--- config.mk ---
export PLATFORM = sky130hd
export DESIGN_NAME = least_loaded_task_dispatcher_flat
export DESIGN_NICKNAME = d
export VERILOG_FILES = /design/src/sv/lltd_pkg.sv /design/src/sv/lltd_chan_if.sv /design/src/sv/lltd_pick.sv /design/src/sv/least_loaded_task_dispatcher.sv /design/src/flat_wrapper.sv
export SDC_FILE = /design/constraint.sdc
export NUM_CORES = 1
export LEC_CHECK = 0
export BUFFER_PORTS_ARGS = -buffer_cell sky130_fd_sc_hd__buf_2
export CAP_MARGIN = 25
export CELL_PAD_IN_SITES_DETAIL_PLACEMENT = 0
export CELL_PAD_IN_SITES_GLOBAL_PLACEMENT = 1
export CORE_MARGIN = 1
export CORE_UTILIZATION = 42
export DETAILED_ROUTE_END_ITERATION = 6
export MAX_ROUTING_LAYER = met4
export PLACE_DENSITY = 0.79
export SLEW_MARGIN = 25
export SYNTH_ARGS = -nofsm -noshare
export SYNTH_HDL_FRONTEND = slang
export SYNTH_HIERARCHICAL = 1
export SYNTH_SLANG_ARGS = --single-unit
--- constraint.sdc ---
create_clock -name clk_i -period 2.62 [get_ports clk_i]
set_input_delay 0.262 -clock clk_i [delete_from_list [all_inputs] [get_ports clk_i]]
set_output_delay 0.262 -clock clk_i [all_outputs]
set_load 0.05 [all_outputs]
--- src/sv/lltd_pkg.sv ---
// Shared types and constants of the least-loaded task dispatcher.
package lltd_pkg;

  // Field widths fixed by the item formats
  localparam int WORKER_W = 4;
  localparam int TASK_W   = 3;
  localparam int TRES_W   = 2;
  localparam int STAT_W   = 6;
  localparam int CNT_W    = 3;

  typedef logic signed [STAT_W-1:0] stat_t;

  // Item function codes
  localparam logic FUNC_START  = 1'b0;
  localparam logic FUNC_REPORT = 1'b1;

  // Table codes and limits
  localparam logic [TASK_W-1:0]   NO_TASK      = 3'd7;
  localparam stat_t               STAT_UNFOUND = 6'sb111111;
  localparam stat_t               STAT_MIN     = 6'sb100000;
  localparam logic [CNT_W-1:0]    DONE_MAX     = 3'd7;
  localparam logic [WORKER_W-1:0] NUM_WRK_RST  = 4'd3;

  typedef struct packed {
    logic                func;
    logic [TASK_W-1:0]   task_index;
    logic [WORKER_W-1:0] worker_id;
  } lltd_in_t;

  typedef struct packed {
    logic [WORKER_W-1:0] worker_id_res;
    logic [TRES_W-1:0]   task_index_res;
    logic                stop;
    logic                last;
  } lltd_out_t;

  // Control of the shared selection unit
  typedef struct packed {
    logic clr;
    logic step;
  } lltd_pick_ctl_t;

endpackage

--- src/sv/lltd_chan_if.sv ---
// Valid/ready channel interface with a typed payload.
interface lltd_chan_if #(
  parameter type payload_t = logic
) ();

  logic     valid;
  logic     ready;
  payload_t payload;

  modport source (output valid, output payload, input ready);
  modport sink   (input valid, input payload, output ready);

endinterface

--- src/sv/lltd_pick.sv ---
// Shared compare unit: finds the unfound task with the fewest workers, one task a cycle.
module lltd_pick #(
  parameter int TIDX_W = 2
) (
  input  logic                    clk_i,
  input  logic                    rst_ni,
  input  lltd_pkg::lltd_pick_ctl_t ctl_i,
  input  logic [TIDX_W-1:0]       idx_i,
  input  lltd_pkg::stat_t         val_i,
  output logic [TIDX_W-1:0]       best_o
);
  import lltd_pkg::*;

  logic [TIDX_W-1:0] best_q;
  stat_t             best_val_q;
  logic              have_q;
  logic              take;

  // Unfound entries are negative; ties go to the later (higher) index
  assign take = ctl_i.step && val_i[STAT_W-1] && (!have_q || (val_i >= best_val_q));

  // Hold the running best, restart on clear
  always_ff @(posedge clk_i or negedge rst_ni) begin
    if (!rst_ni) begin
      best_q     <= '0;
      best_val_q <= STAT_UNFOUND;
      have_q     <= 1'b0;
    end else if (ctl_i.clr) begin
      best_q     <= '0;
      best_val_q <= STAT_UNFOUND;
      have_q     <= 1'b0;
    end else if (take) begin
      best_q     <= idx_i;
      best_val_q <= val_i;
      have_q     <= 1'b1;
    end
  end

  assign best_o = best_q;

endmodule

--- src/sv/least_loaded_task_dispatcher.sv ---
// Least-loaded task dispatcher: sequencer, task and worker tables, output register.
//
// One item is taken at a time; in_i.ready is high only while the sequencer is
// idle. For each active worker (num_workers, capped at MAX_WORKERS), a start
// item runs the shared compare unit over all NUM_TASKS table entries, one per
// cycle, then writes the result. A report that leaves tasks open first scans
// the worker table for the last worker on the finished task, then reassigns
// each worker on that task the same way and skips the others; the final report
// sends a stop to every active worker; an ignored report yields no result. A
// stalled output holds the sequencer in ST_EMIT. The output register lets a new
// item be accepted while the last result waits.
module least_loaded_task_dispatcher #(
  parameter int NUM_TASKS   = 4,
  parameter int MAX_WORKERS = 15
) (
  input  logic        clk_i,
  input  logic        rst_ni,
  lltd_chan_if.sink   in_i,
  lltd_chan_if.source out_o,
  lltd_chan_if.sink   cfg_i
);
  import lltd_pkg::*;

  localparam int TIDX_W = (NUM_TASKS > 1) ? $clog2(NUM_TASKS) : 1;
  localparam int WID_W  = $clog2(MAX_WORKERS + 1);

  typedef enum logic [2:0] {
    ST_IDLE,
    ST_PRESCAN,
    ST_WALK,
    ST_PICK,
    ST_EMIT
  } state_e;

  typedef enum logic [1:0] {
    MODE_ASSIGN,
    MODE_REASSIGN,
    MODE_STOP
  } mode_e;

  state_e             state_q, state_d;
  mode_e              mode_q, mode_d;
  logic [WID_W-1:0]   w_q, w_d;
  logic [WID_W-1:0]   n_q, n_d;
  logic [WID_W-1:0]   last_w_q, last_w_d;
  logic [TIDX_W-1:0]  t_q, t_d;
  logic [TIDX_W-1:0]  rep_task_q, rep_task_d;
  lltd_out_t          out_q, out_d;
  logic               out_valid_q, out_valid_d;

  logic [WORKER_W-1:0] num_workers_q;
  stat_t               status_q [NUM_TASKS];
  logic [TASK_W-1:0]   wtask_q [1:MAX_WORKERS];
  logic [CNT_W-1:0]    done_q;

  lltd_in_t           in_pl;
  logic               in_fire;
  logic               out_free;
  logic [WID_W-1:0]   n_cur;
  logic [TIDX_W-1:0]  rd_idx;
  stat_t              stat_rd;
  logic [TASK_W-1:0]  wt_rd;
  logic               wt_match;
  logic               in_range;
  logic [CNT_W-1:0]   done_inc;
  logic [TIDX_W-1:0]  best;
  lltd_pick_ctl_t     pick_ctl;
  logic               clr_tables;
  logic               rep_wr;
  logic               asg_wr;

  assign in_pl    = in_i.payload;
  assign in_i.ready = (state_q == ST_IDLE);
  assign in_fire  = in_i.valid && in_i.ready;
  assign out_free = !out_valid_q || out_o.ready;

  assign out_o.valid   = out_valid_q;
  assign out_o.payload = out_q;
  assign cfg_i.ready   = 1'b1;

  // Clamp the worker count to the table size
  assign n_cur = (num_workers_q > WORKER_W'(MAX_WORKERS)) ? WID_W'(MAX_WORKERS)
                                                          : num_workers_q[WID_W-1:0];

  assign in_range = in_pl.task_index < TASK_W'(NUM_TASKS);
  assign done_inc = (done_q == DONE_MAX) ? done_q : done_q + 1'b1;

  // Single read port of the task table
  assign stat_rd  = status_q[rd_idx];
  assign wt_rd    = wtask_q[w_q];
  assign wt_match = (wt_rd == TASK_W'(rep_task_q));

  lltd_pick #(
    .TIDX_W (TIDX_W)
  ) u_pick (
    .clk_i  (clk_i),
    .rst_ni (rst_ni),
    .ctl_i  (pick_ctl),
    .idx_i  (t_q),
    .val_i  (stat_rd),
    .best_o (best)
  );

  // Sequence one item over workers and tasks
  always_comb begin
    state_d     = state_q;
    mode_d      = mode_q;
    w_d         = w_q;
    n_d         = n_q;
    last_w_d    = last_w_q;
    t_d         = t_q;
    rep_task_d  = rep_task_q;
    out_d       = out_q;
    out_valid_d = out_valid_q && !out_o.ready;
    rd_idx      = in_pl.task_index[TIDX_W-1:0];
    pick_ctl    = '0;
    clr_tables  = 1'b0;
    rep_wr      = 1'b0;
    asg_wr      = 1'b0;

    case (state_q)
      ST_IDLE: begin
        if (in_fire) begin
          n_d = n_cur;
          w_d = WID_W'(1);
          if (in_pl.func == FUNC_START) begin
            clr_tables = 1'b1;
            mode_d     = MODE_ASSIGN;
            last_w_d   = n_cur;
            if (n_cur != '0) begin
              state_d = ST_WALK;
            end
          end else if (in_range && stat_rd[STAT_W-1]) begin
            rep_wr     = 1'b1;
            rep_task_d = in_pl.task_index[TIDX_W-1:0];
            last_w_d   = '0;
            if (n_cur != '0) begin
              if (done_inc < CNT_W'(NUM_TASKS)) begin
                mode_d  = MODE_REASSIGN;
                state_d = ST_PRESCAN;
              end else begin
                mode_d   = MODE_STOP;
                last_w_d = n_cur;
                state_d  = ST_WALK;
              end
            end
          end
        end
      end

      // Find the last worker on the finished task
      ST_PRESCAN: begin
        if (wt_match) begin
          last_w_d = w_q;
        end
        if (w_q == n_q) begin
          w_d     = WID_W'(1);
          state_d = (wt_match || (last_w_q != '0)) ? ST_WALK : ST_IDLE;
        end else begin
          w_d = w_q + 1'b1;
        end
      end

      ST_WALK: begin
        case (mode_q)
          MODE_STOP: begin
            state_d = ST_EMIT;
          end
          MODE_ASSIGN: begin
            pick_ctl.clr = 1'b1;
            t_d          = '0;
            state_d      = ST_PICK;
          end
          MODE_REASSIGN: begin
            if (wt_match) begin
              pick_ctl.clr = 1'b1;
              t_d          = '0;
              state_d      = ST_PICK;
            end else begin
              w_d = w_q + 1'b1;
            end
          end
          default: begin
            state_d = ST_IDLE;
          end
        endcase
      end

      ST_PICK: begin
        rd_idx        = t_q;
        pick_ctl.step = 1'b1;
        if (t_q == TIDX_W'(NUM_TASKS - 1)) begin
          state_d = ST_EMIT;
        end else begin
          t_d = t_q + 1'b1;
        end
      end

      // Transfer the result into the output register and book the assignment, if not a stop
      ST_EMIT: begin
        rd_idx = best;
        if (out_free) begin
          out_valid_d         = 1'b1;
          out_d.worker_id_res = WORKER_W'(w_q);
          out_d.last          = (w_q == last_w_q);
          if (mode_q == MODE_STOP) begin
            out_d.task_index_res = '0;
            out_d.stop           = 1'b1;
          end else begin
            out_d.task_index_res = TRES_W'(TASK_W'(best));
            out_d.stop           = 1'b0;
            asg_wr               = 1'b1;
          end
          if (w_q == last_w_q) begin
            state_d = ST_IDLE;
          end else begin
            w_d     = w_q + 1'b1;
            state_d = ST_WALK;
          end
        end
      end

      default: begin
        state_d = ST_IDLE;
      end
    endcase
  end

  // Hold sequencer state and the output register
  always_ff @(posedge clk_i or negedge rst_ni) begin
    if (!rst_ni) begin
      state_q     <= ST_IDLE;
      mode_q      <= MODE_ASSIGN;
      w_q         <= '0;
      n_q         <= '0;
      last_w_q    <= '0;
      t_q         <= '0;
      rep_task_q  <= '0;
      out_valid_q <= 1'b0;
      out_q       <= '0;
    end else begin
      state_q     <= state_d;
      mode_q      <= mode_d;
      w_q         <= w_d;
      n_q         <= n_d;
      last_w_q    <= last_w_d;
      t_q         <= t_d;
      rep_task_q  <= rep_task_d;
      out_valid_q <= out_valid_d;
      out_q       <= out_d;
    end
  end

  // Take configuration writes
  always_ff @(posedge clk_i or negedge rst_ni) begin
    if (!rst_ni) begin
      num_workers_q <= NUM_WRK_RST;
    end else if (cfg_i.valid && cfg_i.ready) begin
      num_workers_q <= cfg_i.payload;
    end
  end

  // Update task table, worker table and done count
  always_ff @(posedge clk_i or negedge rst_ni) begin
    if (!rst_ni) begin
      for (int i = 0; i < NUM_TASKS; i++) begin
        status_q[i] <= STAT_UNFOUND;
      end
      for (int i = 1; i <= MAX_WORKERS; i++) begin
        wtask_q[i] <= NO_TASK;
      end
      done_q <= '0;
    end else if (clr_tables) begin
      for (int i = 0; i < NUM_TASKS; i++) begin
        status_q[i] <= STAT_UNFOUND;
      end
      for (int i = 1; i <= MAX_WORKERS; i++) begin
        wtask_q[i] <= NO_TASK;
      end
      done_q <= '0;
    end else if (rep_wr) begin
      status_q[rd_idx] <= $signed({{(STAT_W - WORKER_W){1'b0}}, in_pl.worker_id});
      done_q           <= done_inc;
    end else if (asg_wr) begin
      wtask_q[w_q] <= TASK_W'(best);
      if (stat_rd > STAT_MIN) begin
        status_q[rd_idx] <= stat_rd - 1'b1;
      end
    end
  end

endmodule

--- src/flat_wrapper.sv ---
// flat-port wrapper written by rule: the top's interface ports become plain ports
module least_loaded_task_dispatcher_flat import lltd_pkg::*;
#(
  parameter int NUM_TASKS   = 4,
  parameter int MAX_WORKERS = 15
)
  (clk_i, rst_ni, in_i_valid, in_i_payload, in_i_ready, out_o_valid, out_o_payload, out_o_ready, cfg_i_valid, cfg_i_payload, cfg_i_ready);
  lltd_chan_if in_i_i ();
  lltd_chan_if out_o_i ();
  lltd_chan_if cfg_i_i ();
  input  logic clk_i;
  input  logic rst_ni;
  input wire logic [$bits(in_i_i.valid)-1:0] in_i_valid;
  input wire logic [$bits(in_i_i.payload)-1:0] in_i_payload;
  output wire logic [$bits(in_i_i.ready)-1:0] in_i_ready;
  output wire logic [$bits(out_o_i.valid)-1:0] out_o_valid;
  output wire logic [$bits(out_o_i.payload)-1:0] out_o_payload;
  input wire logic [$bits(out_o_i.ready)-1:0] out_o_ready;
  input wire logic [$bits(cfg_i_i.valid)-1:0] cfg_i_valid;
  input wire logic [$bits(cfg_i_i.payload)-1:0] cfg_i_payload;
  output wire logic [$bits(cfg_i_i.ready)-1:0] cfg_i_ready;
  assign in_i_i.valid = in_i_valid;
  assign in_i_i.payload = in_i_payload;
  assign in_i_ready = in_i_i.ready;
  assign out_o_valid = out_o_i.valid;
  assign out_o_payload = out_o_i.payload;
  assign out_o_i.ready = out_o_ready;
  assign cfg_i_i.valid = cfg_i_valid;
  assign cfg_i_i.payload = cfg_i_payload;
  assign cfg_i_ready = cfg_i_i.ready;
  least_loaded_task_dispatcher #(.NUM_TASKS(NUM_TASKS), .MAX_WORKERS(MAX_WORKERS)) u_core (.clk_i(clk_i), .rst_ni(rst_ni), .in_i(in_i_i), .out_o(out_o_i), .cfg_i(cfg_i_i));
endmodule
# [After elaboration in Yosys (flattened, before gate mapping)]
# Cells that the tools add are included.
# Widths: inputs -> output; s select.
[classes] add_sub_neg=3 magnitude_cmp=7 n_eq_ne=16 n_mux=51 bitwise=3 n_reduce_logical=29
[ops] op="$mux 45" n=2
[ops] op="$mux 24" n=3
[ops] op="$bwmux 45" n=1
[ops] op="$mux 6" n=5
[ops] op="$mux 4" n=7
[ops] op="$bwmux 24" n=1
[ops] op="$mux 3" n=8
[ops] op="$pmux 3 s5" n=1
[ops] op="$bmux 3 s4" n=1
[ops] op="$bmux 6 s2" n=1
[ops] op="$demux 3 s4" n=1
[ops] op="$demux 6 s2" n=1
[ops] op="$pmux 4 s3" n=1
[ops] op="$reduce_bool 4->1" n=3
[ops] op="$mux 1" n=10
[ops] op="$mux 2" n=5
[ops] op="$ne 2x2->1 const B" n=5
[ops] op="$reduce_bool 2->1" n=5
[ops] op="$eq 4x4->1" n=2
[ops] op="$ne 2x1->1 const B" n=4
[ops] op="$pmux 2 s2" n=2
[ops] op="$pmux 4 s2" n=1
[ops] op="$reduce_and 2->1" n=4
[ops] op="$eq 3x2->1 const B" n=2
[ops] op="23 further kinds" n=33
[word_totals] register_bits=99 inputBits=7 out_inout_bits=4 elab_cells=139

# [Depth between registers and ports, before layout]
# Gate-level depths: netlist of run 1.
[depth] depth_word=11 ltp_mapped=15 depth_no_buf=14

# [Hierarchy]
# Netlist of run 1, hierarchy kept.
[by_module_without_submodules] mod="least_loaded_task_dispatcher" n_inst=1 cells_per_inst=505 area_each_um2=4674.5 seq_area_each_um2=2290.9
[by_module_without_submodules] mod="lltd_pick" n_inst=1 cells_per_inst=57 area_each_um2=571.8 seq_area_each_um2=232.7

# [Worst setup path after synthesis of run 1]
# No wires, ideal clock.
[synth_timing] path_kind="register -> register" startpoint="reg u_core.state_q[0]" endpoint="reg u_core/status_q[0] in the netlist's numbering" setup_time_ns=0.073 arrival_ns=2.731 required_ns=2.547 path_slack_ns=-0.184 path_stages_with_launch=9 n_path_buf=4 period_less_slack_ns=2.804 cell_sequence="dfrtp_1 buf_2 buf_1 nor3_1 and2_1 clkbuf_1 clkbuf_1 nor2_1 a21oi_1"
[synth_between] elab_cells_between_ends=26 classes_between="add/sub (1); order compare (3); eq/ne (2); mux (13); bitwise (1); reduce/logical (6)"
[synth_lines] element="start: declaration" line_no="least_loaded_task_dispatcher.sv:41" text="state_e state_q, state_d;"
[synth_lines] element="start signal: assignment" line_no="least_loaded_task_dispatcher.sv:242" text="state_q <= state_d;"
[synth_lines] element="$logic_not 3->1 *" line_no="least_loaded_task_dispatcher.sv:73" text="assign in_i.ready = (state_q == ST_IDLE);"
[synth_lines] element="named net in_i_ready" line_no="flat_wrapper.sv:15" text="output wire logic [$bits(in_i_i.ready)-1:0] in_i_ready;"
[synth_lines] element="$logic_and 1x1->1" line_no="least_loaded_task_dispatcher.sv:74" text="assign in_fire = in_i.valid && in_i.ready;"
[synth_lines] element="$mux 1" line_no="least_loaded_task_dispatcher.sv:123" text="if (in_fire) begin"
[synth_lines] element="$mux 1 *" line_no="least_loaded_task_dispatcher.sv:121" text="case (state_q)"
[synth_lines] element="$reduce_bool 2->1 (no line)"
[synth_lines] element="$reduce_and 2->1 (no line)"
[synth_lines] element="end signal: indexed assignment" line_no="least_loaded_task_dispatcher.sv:282" text="status_q[rd_idx] <= $signed({{(STAT_W - WORKER_W){1'b0}}, in_pl.worker_id});"
[synth_lines] element="end signal: indexed assignment" line_no="least_loaded_task_dispatcher.sv:287" text="status_q[rd_idx] <= stat_rd - 1'b1;"
[synth_lines] element="end: declaration" line_no="least_loaded_task_dispatcher.sv:52" text="stat_t status_q [NUM_TASKS];"
# The timed path passes the listed nets; every way through them passes the cells marked *. The select of a mux whose other input is x is not followed.
# A chain may end at the register's enable or synchronous reset.

# [Worst setup path after layout of run 1]
[layout_timing] startpoint="reg u_core.state_q[1]" endpoint="reg u_core.u_pick.best_val_q[5]"
[layout_between] elab_chain_cells=10 elab_cells_between_ends=17 classes_between="order compare (1); eq/ne (3); mux (8); bitwise (1); reduce/logical (4)"
[layout_lines] element="$eq 3x3->1 or $eq 3x2->1 (tied branches)" line_no="least_loaded_task_dispatcher.sv:121"
[layout_lines] element="$pmux 2 s2 *" line_no="least_loaded_task_dispatcher.sv:121"
[layout_lines] element="$not 2->3 (not written as such) *" line_no="least_loaded_task_dispatcher.sv:89" text="assign stat_rd = status_q[rd_idx];"
[layout_lines] element="$bmux 6 s2 *" line_no="least_loaded_task_dispatcher.sv:89"
[layout_lines] element="$mux 6 (not written as such) * (2 in series)" line_no="least_loaded_task_dispatcher.sv:89"
[layout_lines] element="named net u_core.stat_rd[5]" line_no="least_loaded_task_dispatcher.sv:61" text="stat_t stat_rd;"
[layout_lines] element="$ge 6x6->1" line_no="lltd_pick.sv:20" text="assign take = ctl_i.step && val_i[STAT_W-1] && (!have_q || (val_i >= best_val_q));"
[layout_lines] element="$logic_or 1x1->1" line_no="lltd_pick.sv:20"
[layout_lines] element="$logic_and 1x1->1" line_no="lltd_pick.sv:20"
[layout_lines] element="$reduce_bool 2->1 (no line)"
[layout_lines] element="end signal: assignment" line_no="lltd_pick.sv:34" text="best_val_q <= val_i;"
[layout_lines] element="end: declaration" line_no="lltd_pick.sv:15" text="stat_t best_val_q;"
# Marks and branches as above.

==> results of run 1 <==
==> logic make-up after synthesis <==
group,Yosys count
AO/OA/AOI/OAI,93
XOR/XNOR,12
adder cells (fa/ha/maj),11
buffers and inverters,45
flip-flops,97
multiplexers,37
other,1
AND/OR/NAND/NOR,266
==> cells in the mapped netlist (2+ instances only) <==
master     number
a211oi_1        9
a211oi_2        2
a21oi_1        30
a22oi_1         2
a22oi_2         2
a2bb2oi_1       2
a31oi_1         2
and2_1          3
and3_1          5
buf_1           2
buf_2           5
buf_4           3
clkbuf_1       21
dfrtp_1        20
dfstp_2        77
ha_1           11
inv_1          12
inv_2           2
mux2_2          2
mux2i_1        35
nand2_1        96
nand2_2         4
nand2b_1        8
nand3_1        44
nand4_1         5
nand4b_1        2
nor2_1         49
nor2_2          2
nor2b_1         5
nor3_1         17
nor3b_1         4
nor3b_2         2
nor4_1          8
o211ai_1        4
o21ai_0        20
o21ai_1         5
o2bb2ai_1       2
or3_1           4
xnor2_1         4
xor2_1          7
==> worst reg2reg max path, stage by stage (launching register included) <==
cell       delay (ps)
dfrtp_2           460
nand4bb_1         250
buf_6             180
and3_4            180
a211oi_4          220
nor2_2            100
ha_4              230
nor2b_2           160
a21oi_2            50
nor3b_2           250
a21oi_4           130
or3_1             380
==> per-stage QoR <==
stage / hold WS [ps] / instances / cell area (sq um)
floorplan: -33.6 / 562 / 5310
global placement: 299 / 766 / 5850
detailed placement: 309 / 766 / 5850
CTS: 22.9 / 783 / 6190
finish: 38.3 / 791 / 6360
global route: 44.8 / 791 / 6360
==> worst max path at each step <==
| stage | from | to | slack, ps | cells after the start |
|---|---|---|---|---|
| after floorplan | u_core/state_q[0]$_DFFE_PN0P_ | u_core/u_pick/best_val_q[5]$_DFFE_PN1P_ | -10 | 14 |
| after global placement | u_core/state_q[0]$_DFFE_PN0P_ | u_core/u_pick/best_val_q[5]$_DFFE_PN1P_ | -100 | 12 |
| after detailed placement | u_core/state_q[0]$_DFFE_PN0P_ | u_core/u_pick/best_val_q[5]$_DFFE_PN1P_ | -160 | 12 |
| after CTS | u_core/state_q[0]$_DFFE_PN0P_ | u_core/u_pick/best_val_q[5]$_DFFE_PN1P_ | -30 | 11 |
| after global routing | u_core/state_q[1]$_DFFE_PN0P_ | u_core/u_pick/best_val_q[3]$_DFFE_PN1P_ | -150 | 12 |
| final | u_core/state_q[1]$_DFFE_PN0P_ | u_core/u_pick/best_val_q[5]$_DFFE_PN1P_ | -40 | 11 |
==> layout make-up <==
type,count,area [sq um],share of cell area
Multi-Input combinational cell,420,2720,0.427
Sequential cell,97,2530,0.398
Timing Repair Buffer,76,563,0.0886
Clock buffer,11,243,0.0382
Tap cell,168,210,0.0331
Inverter,14,52.6,0.00827
Clock inverter,5,45.0,0.00709
==> sequential cells by signal (all words and copies together), names as in the netlist <==
name	flops
u_core/wtask_q	45
u_core/status_q	24
u_core/u_pick/best_val_q	6
u_core/last_w_q	4
u_core/w_q	4
u_core/state_q	3
u_core/n_q	2
u_core/num_workers_q	2
u_core/t_q	2
u_core/u_pick/best_o	2
u_core/out_o.payload	1
u_core/out_o.valid	1
u_core/u_pick/have_q	1
==> power groups by stage <==
stage,Sequential [mW],Combinational (mW),Clock [mW]
after floorplan,2.51,2.27,0
after global placement,2.62,3.22,0
final,2.64,3.70,1.28
after CTS,2.63,3.38,1.33
after detailed placement,2.64,3.31,0
after global routing,2.71,4.05,1.38
==> cells in the final DEF (no fill, tap or decap), drive strengths merged, types with 2 or more instances in the layout <==
| cell type | synthesis | layout |
|---|---|---|
| nand2 | 101 | 101 |
| dfstp | 77 | 77 |
| buf | 10 | 75 |
| nor2 | 51 | 51 |
| nand3 | 44 | 44 |
| mux2i | 35 | 35 |
| a21oi | 31 | 31 |
| o21ai | 25 | 25 |
| dfrtp | 20 | 20 |
| inv | 14 | 18 |
| nor3 | 17 | 17 |
| clkbuf | 21 | 11 |
| ha | 11 | 11 |
| a211oi | 11 | 11 |
| nand2b | 8 | 8 |
| nor4 | 8 | 8 |
| xor2 | 7 | 7 |
| nor3b | 7 | 7 |
| nand4 | 6 | 6 |
| o211ai | 5 | 5 |
| xnor2 | 5 | 5 |
| nor2b | 5 | 5 |
| and3 | 5 | 5 |
| or3 | 4 | 4 |
| a22oi | 4 | 4 |
| and2 | 3 | 3 |
| a2bb2oi | 3 | 3 |
| nand4b | 2 | 2 |
| a31oi | 2 | 2 |
| o2bb2ai | 2 | 2 |
| mux2 | 2 | 2 |
==> metal layers <==
layer | global-route usage | vias to the layer above
li1 | - | 2074
met1 | 0.262 | 2161
met2 | 0.381 | 79
met3 | 0.0436 | 17
met4 | 0.0640 | 0
met5 | - | -
==> repair_timing <==
item,CTS,global route
pin swaps,4,12
hold buffers,1,0
buffers inserted,0,8
endpoints found under the hold margin,16,0
setup endpoints to repair,8,21
gates resized for setup,12,22
==> flow_summary.toml, run 1 <==
[synthesis]
netlist_area_sq_um = 5250
synthArstFlopShare = 1.00
ys_seq_area_frac = 0.481
synth_nets = 580
yosys_register_bits = 97
avgSynthCellArea_sq_um = 9.34
ys.flop_type = "dfstp_2"
synth-xor-area-share = 0.0215
yosysWarnings = 6
synth_edf_count = 0
synth-simple-area-share = 0.247
synth_top_family_by_area = "simple AND/OR/NAND/NOR gates"
syn_inst = 562
synthTopCellsByArea = "dfstp_2 39%, dfrtp_1 9.5%, nand2_1 6.9%"
synth.distinct_cells = 63
synthAdderAreaFrac = 0.0262
synth-compound-area-share = 0.117
yosysTopAreaCellShare = 0.386
muxShareOfSynthArea = 0.0711
yosysTopAreaCell = "dfstp_2"

[worst_hold_path]
holdPathEnd = "u_core/num_workers_q[1]$_DFFE_PN1P_"
min_path_cells = 2
hp-class = "in -> reg"
min-delay-start = "cfg_i_valid"

[detailed_routing]
route.detailed.drc = 0
drtIter0Drc = 249
wl_per_cell_um = 16.4
ant_nets = 0
vias = 4331
wirelength_um = 13000
highest_layer = "met4"
avgViaCountPerCell = 5.48
drt-met1-wl_um = 5620
drtPass1Iterations = 5
met2_length_um = 6780
wl_met3_um = 433

[power_and_ir_drop]
peakVddDrop_mv = 0.631
finalPower_mw = 7.62
clkPwrFrac = 0.168
internal-power_mw = 4.63
seqPwrFrac = 0.347
switchingPower_mw = 2.98
leakagePower_nw = 2.83
switching_share = 0.392
power_frac_comb = 0.485
powerDensity_nw_per_um2 = 1200

[floorplan]
dieWidth_um = 114
rows = 40
die_area_sq_um = 12900
die_y_um = 114
core_area_sq_um = 12100
start_util = 0.433
boundaryPins = 11

[setup_path]
worstPathMaxFanout = 8
cp_top_family = "simple AND/OR/NAND/NOR gates"
rr_endpoint = "u_core/u_pick/best_val_q[5]$_DFFE_PN1P_"
worstSetupStartpointType = "flip-flop"
slowest_delay_ps = 460
worstPathRequired_ps = 2890
cp.arrival_ps = 2930
crit_type = "reg -> reg"
cp-end-kind = "flip-flop"
reg2reg_setup_slack_ps = -40
cp_slowest_cell = "dfrtp_2"
reg2reg_depth = 11
crit_chain = "nand4bb_1, buf_6, and3_4, a211oi_4, nor2_2, ha_4, nor2b_2, a21oi_2, nor3b_2, a21oi_4, or3_1"
crit_buf_inv = 1
r2r-start = "u_core/state_q[1]$_DFFE_PN0P_"

[cts]
clkLatencyLatePin_ps = 340
cts_buffer_depth = 2
cts-root-buf = "clkbuf_16"
numCtsBuffers = 9
path_clk_slew_ps = 70
cts_tree = "built"
h-tree-depth = 3
cts_sinks = 97

[global_routing]
grt_max_degree = 46
grt_pass1_vias = 4345
antenna_found_initial = 0
grt-ovfl-total = 0
grt_usage = 0.221
grt_pass1_wl_um = 21600

[sta]
hold_violations = 0
period_needed_ps = 2660
timing.fmax_mhz = 376
setup_ws_ps = -41.5
fin_skew_ps = 8.21
rsz0062_at_grt = "yes"
fin_crit_sh = 1.02
setup_viol = 7
slew_headroom = 0.545
finalSetupTns_ps = -169
slew_violations = 0
worstMarginPinSlew_ps = 676

[layout]
final_util = 0.525
drive_gt1_frac = 0.355
fillers = 1134
diodes = 0
area_growth_pct = 21.2
num-nets-final = 636

[place]
gp_congestion = 0.869
dp_hpwl_um = 9130
pre_cts_slack_ps = -163
io_buffers = 8

[outcome]
status = "finished with violations"
violations = "setup timing"

[run]
maxCapViolCount = 0
Power figures use the tool's default switching activity.
==> run 2, diff against run 1 <==
CORE_ASPECT_RATIO = 0.5   (was not set)
GPL_ROUTABILITY_DRIVEN = 0   (was not set)
==> run 2 against run 1 <==
Effect of this change:
- the run now ends clean
- worst setup slack better by 130 ps
- global-route usage down 1.3 points
- routed wire length down 3.0%
- clock-buffer cell count down 2
- clock power up 9%
- critical path depth down 1
- largest power group unchanged
- highest routed layer unchanged
==> flow_summary.toml, run 2 (synthesis gave the netlist of run 1 again) <==
[setup_path]
crit_chain = "nand4bb_1, buf_6, buf_4, and3_1, a211oi_4, buf_4, a2bb2oi_2, a21boi_1, nor3b_1, o21ai_1"
slowest_delay_ps = 470
cp_slowest_cell = "dfrtp_2"
worstPathRequired_ps = 2880
cp-end-kind = "flip-flop"
worstPathMaxFanout = 8
cp.arrival_ps = 2800
worstSetupStartpointType = "flip-flop"
crit_type = "reg -> reg"
cpMostUsedCell = "buf_4"

[cts]
cts_buffer_depth = 2
h-tree-depth = 3
cts_sinks = 97
cts-root-buf = "clkbuf_16"
cts_tree = "built"
clkLatencyLatePin_ps = 360
numCtsBuffers = 9
path_clk_slew_ps = 70

[sta]
setup_viol = 0
timing.fmax_mhz = 395
hold_violations = 0
worstMarginPinSlew_ps = 634
fin_crit_sh = 0.967
slew_headroom = 0.573
rsz0062_at_grt = "yes"
fin_skew_ps = 7.25
finalSetupTns_ps = 0
period_needed_ps = 2530
slew_violations = 0

[detailed_routing]
route.detailed.drc = 0
vias = 4251
wl_per_cell_um = 16.1
avgViaCountPerCell = 5.42
ant_nets = 0
wirelength_um = 12600
drtPass1Iterations = 4
drtIter0Drc = 233

[layout]
final_cell_area_sq_um = 6430
top_register = "u_core/wtask_q"
num-nets-final = 633
stdcell_count = 785
diodes = 0
layout_common_cells = "93 x nand2_1, 77 x dfstp_2, 54 x buf_4"
final_common_cell = "nand2_1"
drive_gt1_frac = 0.363
reg_top3 = "u_core/wtask_q x45, u_core/status_q x24, u_core/u_pick/best_val_q x6"
area_growth_pct = 22.7
largest_register_ff_count = 45

[floorplan]
rows = 28
boundaryPins = 11
core_area_sq_um = 12000
dieWidth_um = 160
start_util = 0.438
die_y_um = 81.0
die_area_sq_um = 13000

[place]
io_buffers = 8
dpl.cell_count = 754
placed_area_sq_um = 5800
dp_hpwl_um = 8520

[run]
maxCapViolCount = 0

[global_routing]
antenna_found_initial = 0
grt_usage = 0.208
grt_pass1_wl_um = 20700
grt-ovfl-total = 0
grt_max_degree = 62
grt_pass1_vias = 4161

[power_and_ir_drop]
powerDensity_nw_per_um2 = 1210
leakagePower_nw = 2.86
peakVddDrop_mv = 0.505

[worst_hold_path]
hp-class = "in -> reg"

[outcome]
status = "finished clean"
[run 2: repair_timing]
item                       4_1_cts  5_1_grt
pin swaps                        2       22
gates resized for setup          5       47
hold buffers                     1        0
buffers inserted                 0       14
hold endpoints to repair         1        0
setup endpoints to repair        8       14
[run 2: power by group]
group / switching [mW] / internal [mW] / leakage [nW]
Clock: 0.630 / 0.760 / 0.150
Sequential: 0.377 / 2.25 / 1.07
Combinational: 2.02 / 1.75 / 1.65
Total: 3.03 / 4.76 / 2.86
[run 2: routing by layer]
layer	GRT usage	up-vias	part of all wire
met1	0.249	2086	0.46
met3	0.0572	18	0.038
met4	0.0619	0	0.014
li1	-	2072	-
met5	-	-	0
met2	0.349	75	0.48
[run 2: path summary, 6_finish.rpt]
check                                                from  depth (start not counted)                                 endpoint  slack, ps
setup / recovery            u_core/state_q[0]$_DFFE_PN0P_                         10           u_core/status_q[3]$_DFFE_PN1P_         90
hold / removal                                cfg_i_valid                          2      u_core/num_workers_q[1]$_DFFE_PN1P_         30
setup reg to reg            u_core/state_q[0]$_DFFE_PN0P_                         10           u_core/status_q[3]$_DFFE_PN1P_         90
hold reg to reg            u_core/wtask_q[14]$_DFFE_PN1P_                          2           u_core/wtask_q[14]$_DFFE_PN1P_        460
max in group asynchronous                          rst_ni                          3  u_core/u_pick/best_val_q[0]$_DFFE_PN1P_       1480
min in group asynchronous                          rst_ni                          2                u_core/w_q[0]$_DFFE_PN0P_        410
[run 2: worst max-delay path, delay by kind of cell, from the launching register on]
family / cells / cell delay, ps
and+or+nand+nor: 3 / 660
DFF: 1 / 470
buffers and inverters: 3 / 440
AOI/OAI and AO/OA: 4 / 860
[run 2: final cells by class]
type / count / area (sq um)
Tap cell: 165 / 206
Timing Repair Buffer: 73 / 583
Fill cell: 1085 / 5550
Inverter: 14 / 55.1
Sequential cell: 97 / 2530
Clock buffer: 9 / 225
Multi-Input combinational cell: 420 / 2750
Clock inverter: 7 / 86.3
[run 2: per-stage QoR]
step | hold WS (ps) | power [mW] | util | worst slack, ps
after floorplan | -33.6 | 4.78 | - | -14.8
after detailed placement | 257 | 5.86 | 0.484 | -61.1
after global placement | 253 | 5.80 | 0.484 | -7.62
final | 33.9 | 7.78 | 0.537 | 87.2
after global routing | 25.3 | 8.31 | 0.537 | -64.0
after CTS | 33.2 | 7.29 | 0.511 | 0.679
